**src/rtl/omd_pkg.sv**
```systemverilog
// shared types and constants of the oversampled manchester decoder
`timescale 1ns / 1ps
package omd_pkg;

	localparam int SAMPLES        = 8;
	localparam int FIFO_DEPTH     = 4;
	localparam logic [2:0] PREAMBLE_RESET = 3'd4;
	localparam logic [1:0] RUN_MAX        = 2'd3;

	typedef enum logic [1:0] {
		KIND_DATA  = 2'd0,
		KIND_END   = 2'd1,
		KIND_ERROR = 2'd2
	} kind_t;

	// what one lane sees at its sample
	typedef struct packed {
		logic trans;
		logic is_long;
		logic overrun;
	} lane_flags_t;

	// level and run length handed into the first lane
	typedef struct packed {
		logic       level;
		logic [1:0] run;
	} seed_t;

	typedef struct packed {
		kind_t       kind;
		logic [7:0]  data;
		logic [15:0] count;
		logic        last;
	} result_t;

	typedef struct packed {
		logic    push0;
		logic    push1;
		result_t res0;
		result_t res1;
	} push_t;

endpackage

```
**src/rtl/omd_lane.sv**
```systemverilog
// one sample lane: transition detection and run length tracking
`timescale 1ns / 1ps
module omd_lane (
	input  logic                level,
	input  logic                prev_level,
	input  logic [1:0]          run_in,
	output omd_pkg::lane_flags_t flags,
	output logic [1:0]          run_out
);
	import omd_pkg::*;

	always_comb begin
		flags.trans   = level != prev_level;
		flags.is_long = run_in > 2'd1;
		flags.overrun = (level == prev_level) && (run_in == RUN_MAX);
		if (level != prev_level) begin
			run_out = 2'd0;
		end else if (run_in == RUN_MAX) begin
			run_out = RUN_MAX;
		end else begin
			run_out = run_in + 2'd1;
		end
	end

endmodule

```
**src/rtl/omd_merge.sv**
```systemverilog
// merging stage: walks the lane flags in order and keeps the decoder state
`timescale 1ns / 1ps
module omd_merge (
	input  logic                                  clk,
	input  logic                                  arst_n,
	input  logic                                  accept,
	input  logic                                  start_req,
	input  omd_pkg::lane_flags_t [omd_pkg::SAMPLES-1:0] flags,
	input  logic [1:0]                            last_run,
	input  logic                                  last_level,
	output omd_pkg::seed_t                        seed,
	output omd_pkg::push_t                        push
);
	import omd_pkg::*;

	logic [2:0]  preamble_q;
	logic        prev_q;
	logic [1:0]  run_q;
	logic        pending_q;
	logic        cur_bit_q;
	logic [7:0]  partial_q;
	logic [2:0]  bitpos_q;
	logic [15:0] count_q;
	logic        finished_q;

	logic [2:0]  pl_n;
	logic        ps_n;
	logic        cb_n;
	logic [7:0]  pb_n;
	logic [2:0]  bp_n;
	logic [15:0] count_n;
	logic        stop_n;
	logic        got_byte;
	logic [7:0]  byte_val;
	logic        idle;

	always_comb begin
		seed.level = start_req ? 1'b0 : prev_q;
		seed.run   = start_req ? 2'd0 : run_q;
	end

	always_comb begin
		kind_t stop_kind;
		logic  emit;
		pl_n      = start_req ? PREAMBLE_RESET : preamble_q;
		ps_n      = start_req ? 1'b0 : pending_q;
		cb_n      = start_req ? 1'b1 : cur_bit_q;
		pb_n      = start_req ? 8'd0 : partial_q;
		bp_n      = start_req ? 3'd0 : bitpos_q;
		idle      = start_req ? 1'b0 : finished_q;
		stop_n    = 1'b0;
		stop_kind = KIND_END;
		got_byte  = 1'b0;
		byte_val  = 8'd0;
		for (int i = 0; i < SAMPLES; i++) begin
			emit = 1'b0;
			if (!stop_n) begin
				if (flags[i].trans) begin
					if (pl_n > 3'd2 && flags[i].is_long) begin
						pl_n = pl_n - 3'd1;
					end else if (pl_n <= 3'd2 && !flags[i].is_long && pl_n != 3'd0) begin
						pl_n = pl_n - 3'd1;
					end else if (pl_n == 3'd0) begin
						if (flags[i].is_long) begin
							if (ps_n) begin
								stop_n    = 1'b1;
								stop_kind = KIND_ERROR;
							end else begin
								cb_n = ~cb_n;
								emit = 1'b1;
							end
						end else if (ps_n) begin
							ps_n = 1'b0;
							emit = 1'b1;
						end else begin
							ps_n = 1'b1;
						end
					end
					if (emit) begin
						pb_n = pb_n | (8'(cb_n) << bp_n);
						bp_n = bp_n + 3'd1;
						if (bp_n == 3'd0) begin
							got_byte = 1'b1;
							byte_val = pb_n;
							pb_n     = 8'd0;
						end
					end
				end else if (flags[i].overrun) begin
					stop_n    = 1'b1;
					stop_kind = KIND_END;
				end
			end
		end
		count_n = (start_req ? 16'd0 : count_q) + 16'(got_byte);

		push.res0.kind  = got_byte ? KIND_DATA : stop_kind;
		push.res0.data  = got_byte ? byte_val : 8'd0;
		push.res0.count = count_n;
		push.res0.last  = !(got_byte && stop_n);
		push.res1.kind  = stop_kind;
		push.res1.data  = 8'd0;
		push.res1.count = count_n;
		push.res1.last  = 1'b1;
		push.push0      = accept && !idle && (got_byte || stop_n);
		push.push1      = accept && !idle && got_byte && stop_n;
	end

	always_ff @(posedge clk or negedge arst_n) begin
		if (!arst_n) begin
			preamble_q <= PREAMBLE_RESET;
			prev_q     <= 1'b0;
			run_q      <= 2'd0;
			pending_q  <= 1'b0;
			cur_bit_q  <= 1'b1;
			partial_q  <= 8'd0;
			bitpos_q   <= 3'd0;
			count_q    <= 16'd0;
			finished_q <= 1'b1;
		end else if (accept && !idle) begin
			preamble_q <= pl_n;
			prev_q     <= last_level;
			run_q      <= last_run;
			pending_q  <= ps_n;
			cur_bit_q  <= cb_n;
			partial_q  <= pb_n;
			bitpos_q   <= bp_n;
			count_q    <= count_n;
			finished_q <= stop_n;
		end
	end

endmodule

```
**src/rtl/omd_out_fifo.sv**
```systemverilog
// result queue: takes up to two results a cycle, hands out one
`timescale 1ns / 1ps
module omd_out_fifo (
	input  logic             clk,
	input  logic             arst_n,
	input  omd_pkg::push_t   push,
	output logic             space_ok,
	output logic             out_valid,
	input  logic             out_ready,
	output omd_pkg::result_t out_res
);
	import omd_pkg::*;

	localparam int PW = $clog2(FIFO_DEPTH);

	result_t       mem [FIFO_DEPTH];
	logic [PW-1:0] wr_q;
	logic [PW-1:0] rd_q;
	logic [PW:0]   cnt_q;
	logic          pop;
	logic [PW:0]   n_push;

	assign pop       = out_valid && out_ready;
	assign out_valid = cnt_q != '0;
	assign out_res   = mem[rd_q];
	assign space_ok  = cnt_q <= (PW+1)'(FIFO_DEPTH - 2);
	assign n_push    = (PW+1)'(push.push0) + (PW+1)'(push.push1);

	always_ff @(posedge clk) begin
		if (push.push0) begin
			mem[wr_q] <= push.res0;
		end
		if (push.push1) begin
			mem[wr_q + PW'(1)] <= push.res1;
		end
	end

	always_ff @(posedge clk or negedge arst_n) begin
		if (!arst_n) begin
			wr_q  <= '0;
			rd_q  <= '0;
			cnt_q <= '0;
		end else begin
			wr_q  <= wr_q + PW'(n_push);
			rd_q  <= rd_q + PW'(pop);
			cnt_q <= cnt_q + n_push - (PW+1)'(pop);
		end
	end

endmodule

```
**src/rtl/oversampled_manchester_decoder.sv**
```systemverilog
// Results of an accepted word are registered in the result queue before they reach the master side.
// Throughput: one sample word per cycle while s_tready is high; the eight sample lanes and the merge
// resolve a word combinationally, and a word giving two results drains through a four-entry queue.
// s_tready drops only while the queue holds more than two results.
// Reset: arst_n clears the queue and puts the decoder idle until a word with start set.
`timescale 1ns / 1ps
module oversampled_manchester_decoder (
	input  logic        clk,
	input  logic        arst_n,
	input  logic        s_tvalid,
	output logic        s_tready,
	input  logic [7:0]  s_tdata,   // sample_byte
	input  logic        s_tuser,   // start_req
	output logic        m_tvalid,
	input  logic        m_tready,
	output logic [23:0] m_tdata,   // data_byte [7:0], byte_count [23:8]
	output logic [1:0]  m_tuser,   // kind
	output logic        m_tlast
);
	import omd_pkg::*;

	lane_flags_t [SAMPLES-1:0] flags;
	logic [1:0]  run_chain [SAMPLES+1];
	logic [SAMPLES:0] lvl_chain;
	seed_t       seed;
	push_t       push;
	result_t     out_res;
	logic        accept;

	assign accept       = s_tvalid && s_tready;
	assign run_chain[0] = seed.run;
	// level before the first sample sits above the word
	assign lvl_chain    = {seed.level, s_tdata};

	// lane i sees the i-th sample in time order, msb first
	for (genvar i = 0; i < SAMPLES; i++) begin : g_lane
		omd_lane u_lane (
			.level      (lvl_chain[SAMPLES-1-i]),
			.prev_level (lvl_chain[SAMPLES-i]),
			.run_in     (run_chain[i]),
			.flags      (flags[i]),
			.run_out    (run_chain[i+1])
		);
	end

	omd_merge u_merge (
		.clk        (clk),
		.arst_n     (arst_n),
		.accept     (accept),
		.start_req  (s_tuser),
		.flags      (flags),
		.last_run   (run_chain[SAMPLES]),
		.last_level (s_tdata[0]),
		.seed       (seed),
		.push       (push)
	);

	omd_out_fifo u_fifo (
		.clk       (clk),
		.arst_n    (arst_n),
		.push      (push),
		.space_ok  (s_tready),
		.out_valid (m_tvalid),
		.out_ready (m_tready),
		.out_res   (out_res)
	);

	assign m_tdata = {out_res.count, out_res.data};
	assign m_tuser = out_res.kind;
	assign m_tlast = out_res.last;

endmodule
```
**config.mk**
```make
export PLATFORM = sky130hd
export DESIGN_NAME = oversampled_manchester_decoder
export DESIGN_NICKNAME = d
export VERILOG_FILES = /design/src/rtl/omd_pkg.sv /design/src/rtl/omd_lane.sv /design/src/rtl/omd_merge.sv /design/src/rtl/omd_out_fifo.sv /design/src/rtl/oversampled_manchester_decoder.sv
export SDC_FILE = /design/constraint.sdc
export NUM_CORES = 1
export LEC_CHECK = 0
export BUFFER_PORTS_ARGS = -buffer_cell sky130_fd_sc_hd__buf_2
export CORE_UTILIZATION = 37
export CTS_BUF_LIST = sky130_fd_sc_hd__clkbuf_2
export CTS_CLUSTER_SIZE = 8
export DETAILED_ROUTE_END_ITERATION = 10
export GPL_TIMING_DRIVEN = 0
export PLACE_DENSITY_LB_ADDON = 0.15
export SETUP_SLACK_MARGIN = 0.1
export SLEW_MARGIN = 20
export SYNTH_ARGS = -nofsm -noshare
export SYNTH_HDL_FRONTEND = slang
export SYNTH_SLANG_ARGS = --single-unit
```
**constraint.sdc**
```tcl
create_clock -name clk -period 24.5 [get_ports clk]
set_input_delay 7.35 -clock clk [delete_from_list [all_inputs] [get_ports clk]]
set_output_delay 7.35 -clock clk [all_outputs]
set_load 0.005 [all_outputs]
```
==> impl_metrics.py <==
metrics = {
    "run_status": {
        "outcome": "completed",
    },
    "place": {
        "dp_hpwl_mm": 29.1,
        "input_output_buffers": 34,
        "postPlaceCellArea_um2": 13200,
        "gpl.final_weighted_congestion": 0.876,
    },
    "die": {
        "num_rows": 66,
        "core-area_um2": 32900,
        "floorplan.initialDensity_pct": 38.0,
        "ios": 42,
        "dieArea_um2": 34500,
        "die_width_um": 186,
        "die_height_um": 186,
    },
    "setup_path": {
        "r2r-end": "u_fifo.mem[3][11]",
        "reg2reg_from": "u_merge.preamble_q[1]",
        "critPathMaxStageDelay_ns": 0.56,
        "startpoint_type": "primary input",
        "critPathMaxFanout": 10,
        "crit_required_ns": 25.05,
        "timing.critical_path.slowest_stage_cell": "mux2i_1",
        "timing.setup.critical_path_class": "in -> reg",
        "rr_worst_depth": 66,
        "cpMostUsedCell": "ha_1",
        "cp.arrival_ns": 23.36,
        "endpoint_kind": "flip-flop",
        "reg2reg_slack_ns": 8.14,
    },
    "clock_tree": {
        "post_cts_buffers": 0,
        "total_clock_buffers_created_by_cts": 17,
        "cts_hold_buffers": 0,
        "max-clock-path-buffers": 2,
        "sinks_on_clock_net": 151,
        "cts_repair_resize_count": 0,
        "cts_root_buffer": "clkbuf_2",
        "worst_skew_pair.late_latency_ns": 0.76,
        "ctsHtreeMaxLevel": 4,
        "clock_tree_from_tritoncts": "built",
        "cts.clk_slew.worst_paths_ns": 0.29,
    },
    "logic_synthesis": {
        "async_flop_share_pct": 28.5,
        "postSynthRegisterBits": 151,
        "synthFlopType": "edfxtp_1",
        "syn_nets": 1518,
        "synthCells": 1450,
        "synth_top_area_share_pct": 17.3,
        "synth_edf_count": 72,
        "synth.area.top_cells": "edfxtp_1 (17%), dfrtp_1 (8.0%), dfxtp_1 (5.8%)",
        "synth_seq_area_share_pct": 31.7,
        "post_synth_instance_area_um2": 12500,
        "yosysTopAreaCell": "edfxtp_1",
        "syn_area_per_cell_um2": 8.62,
        "synth.lib_cells_used.distinct": 113,
        "ys_warn_count": 0,
    },
    "sta": {
        "slew_headroom_pct": 35.7,
        "setup_viol_count_final": 0,
        "report.final.slew_viol_count": 0,
        "fmax_mhz": 43.8,
        "fin_crit_sh_pct": 93.1,
        "max_slew.worst_pin.slew_ns": 0.957,
        "finalHoldWorstSlack_ns": 0.484,
        "final_hold_viol_count": 0,
        "clock-skew-final_ns": 0.0527,
        "period_needed_ns": 22.81,
        "grt_setup_unrepaired": "no",
        "final.setup.tns_ns": 0,
    },
    "detailed_routing": {
        "avgRoutedWirePerCell_um": 19.0,
        "drtAntennaViolNets": 0,
        "detailed_route_via_count": 11200,
        "route.final.wire_length_mm": 37.2,
        "post-route-drc-count": 0,
        "number_of_search_and_repair_iterations_in_the_first_detailed_routing_pass": 5,
        "detail_route.iter0.violations": 901,
        "vias_per_cell": 5.74,
    },
    "hold_path": {
        "hold-path-endpoint": "u_fifo.mem[2][17]",
        "worst_hold_startpoint": "u_fifo.mem[2][17]",
        "min_delay_path_depth": 1,
        "holdCritPathClass": "reg -> reg",
    },
    "pwr": {
        "vdd.ir_drop.worst_mv": 0.496,
        "power_density_nw_per_um2": 137,
        "static-leakage-power_nw": 5.04,
    },
    "global_routing": {
        "grt_start_max_net_pins": 44,
        "via_count_of_the_first_global_routing_pass": 10700,
        "grt_first_pass_wirelength_mm": 58.7,
        "initial_antenna_violation_count": 5,
        "grt_use_total_pct": 21.9,
        "global_route.peak_usage_layer": "met2",
        "grt_overflow_total": 0,
        "grt.met2_usage_pct": 36.1,
        "global_route.usage.met1_pct": 30.7,
        "groute.layer.met3.usage_pct": 2.70,
    },
    "final_layout": {
        "area_growth_syn_to_layout_pct": 7.74,
        "num-nets-final": 1571,
        "post_layout_inst_area_um2": 13500,
        "post_route_cells_drive_above_1_share_pct": 11.7,
    },
    "job": {
        "max-cap-violations": 0,
    },
}
synthesized netlist by cell type, drive strengths merged, types with 9 or more instances:
| cell | n |
|---|---|
| a211oi | 21 |
| a21o | 9 |
| a21oi | 68 |
| a22o | 24 |
| a31oi | 36 |
| and2 | 25 |
| and3 | 24 |
| buf | 17 |
| clkbuf | 53 |
| dfrtp | 40 |
| dfxtp | 36 |
| edfxtp | 72 |
| ha | 54 |
| inv | 57 |
| mux2 | 11 |
| mux2i | 25 |
| mux4 | 27 |
| nand2 | 139 |
| nand2b | 23 |
| nand3 | 57 |
| nand4 | 11 |
| nor2 | 171 |
| nor2b | 20 |
| nor3 | 56 |
| nor4 | 23 |
| o211ai | 21 |
| o21a | 9 |
| o21ai | 101 |
| o2bb2ai | 9 |
| o31ai | 12 |
| or2 | 9 |
| or3 | 21 |
| or4 | 11 |
| xnor2 | 43 |
| xor2 | 10 |
cell type report:
cell class                 instances  area, um2
multi-input combinational       1170       8010
clock buffer                      17       85.1
antenna                            1       2.50
buffer                            70        307
tap                              442        553
timing repair buffer              34        173
fill                            3440      19400
sequential                       151       3960
inverter                          59        224
clock inverter                    15        154
worst max-delay path by stage:
| stage | to | slack (ns) | from |
|---|---|---|---|
| finish | u_fifo.mem[3][11] | 1.69 | s_tuser |
| global placement | u_fifo.mem[1][11] | 1.05 | s_tuser |
| floorplan | u_fifo.mem[1][11] | 3.89 | s_tuser |
| detailed placement | u_fifo.mem[3][11] | 1.0 | s_tuser |
| CTS | u_fifo.mem[3][11] | 1.83 | s_tuser |
| global route | u_fifo.mem[2][11] | 0.44 | s_tuser |
power by group:
part           switching (mW)  internal, mW  leakage [nW]  total (mW)
combinational           0.927         0.472          3.30        1.40
clock                   0.108        0.0340         0.148       0.142
sequential             0.0231         0.288          1.59       0.311
total                    1.06         0.794          5.04        1.85
cells by family after synthesis:
logic type / count (synthesis) / share of synthesized area [%]
flops: 151 / 31.7
compound gates: 387 / 22.1
fa+ha+maj: 55 / 5.57
xor+xnor: 53 / 3.89
buf+inv: 129 / 4.24
mux: 63 / 7.96
simple gates: 612 / 24.6
metal layers:
| metal | part of all wire (%) | wire, um |
|---|---|---|
| met2 | 47 | 17300 |
| met4 | 1.2 | 452 |
| met5 | 0.011 | 4 |
| met3 | 4.1 | 1530 |
| met1 | 48 | 17900 |
flip-flops by register name, indices dropped and copies added, names as in the netlist, 3 cells and up:
signal and flops:
u_fifo.cnt_q 3, u_merge.preamble_q 3, u_merge.partial_q 8, u_merge.count_q 16
u_fifo.mem 108, u_merge.bitpos_q 3
critical path: cells and delay by family:
family | cells | cell delay (ns)
XOR/XNOR | 6 | 2.12
multiplexers | 3 | 1.02
AND/OR/NAND/NOR | 26 | 5.92
adder cells (fa/ha/maj) | 10 | 2.58
AO/OA/AOI/OAI | 12 | 2.46
buffers and inverters | 11 | 1.87
metrics by stage:
stage                     util [%]  worst slack (ns)  power, mW  cells
after CTS                     41.0              1.83       1.83   1958
final                         41.0              1.69       1.85   1959
after floorplan                  -              3.89       1.32   1450
after detailed placement      40.2             0.998       1.68   1926
after global routing          41.0             0.440       2.01   1959
after global placement        40.2              1.05       1.68   1926
layout by cell type (no fill, tap or decap), drive strengths merged, types with 27 or more instances in the layout:
cell / count
nor2: 171
nand2: 139
o21ai: 101
edfxtp: 72
clkbuf: 70
a21oi: 68
inv: 68
nand3: 57
nor3: 56
ha: 54
buf: 51
xnor2: 43
dfrtp: 40
dfxtp: 36
a31oi: 36
mux4: 27
Power figures use the tool's default switching activity.
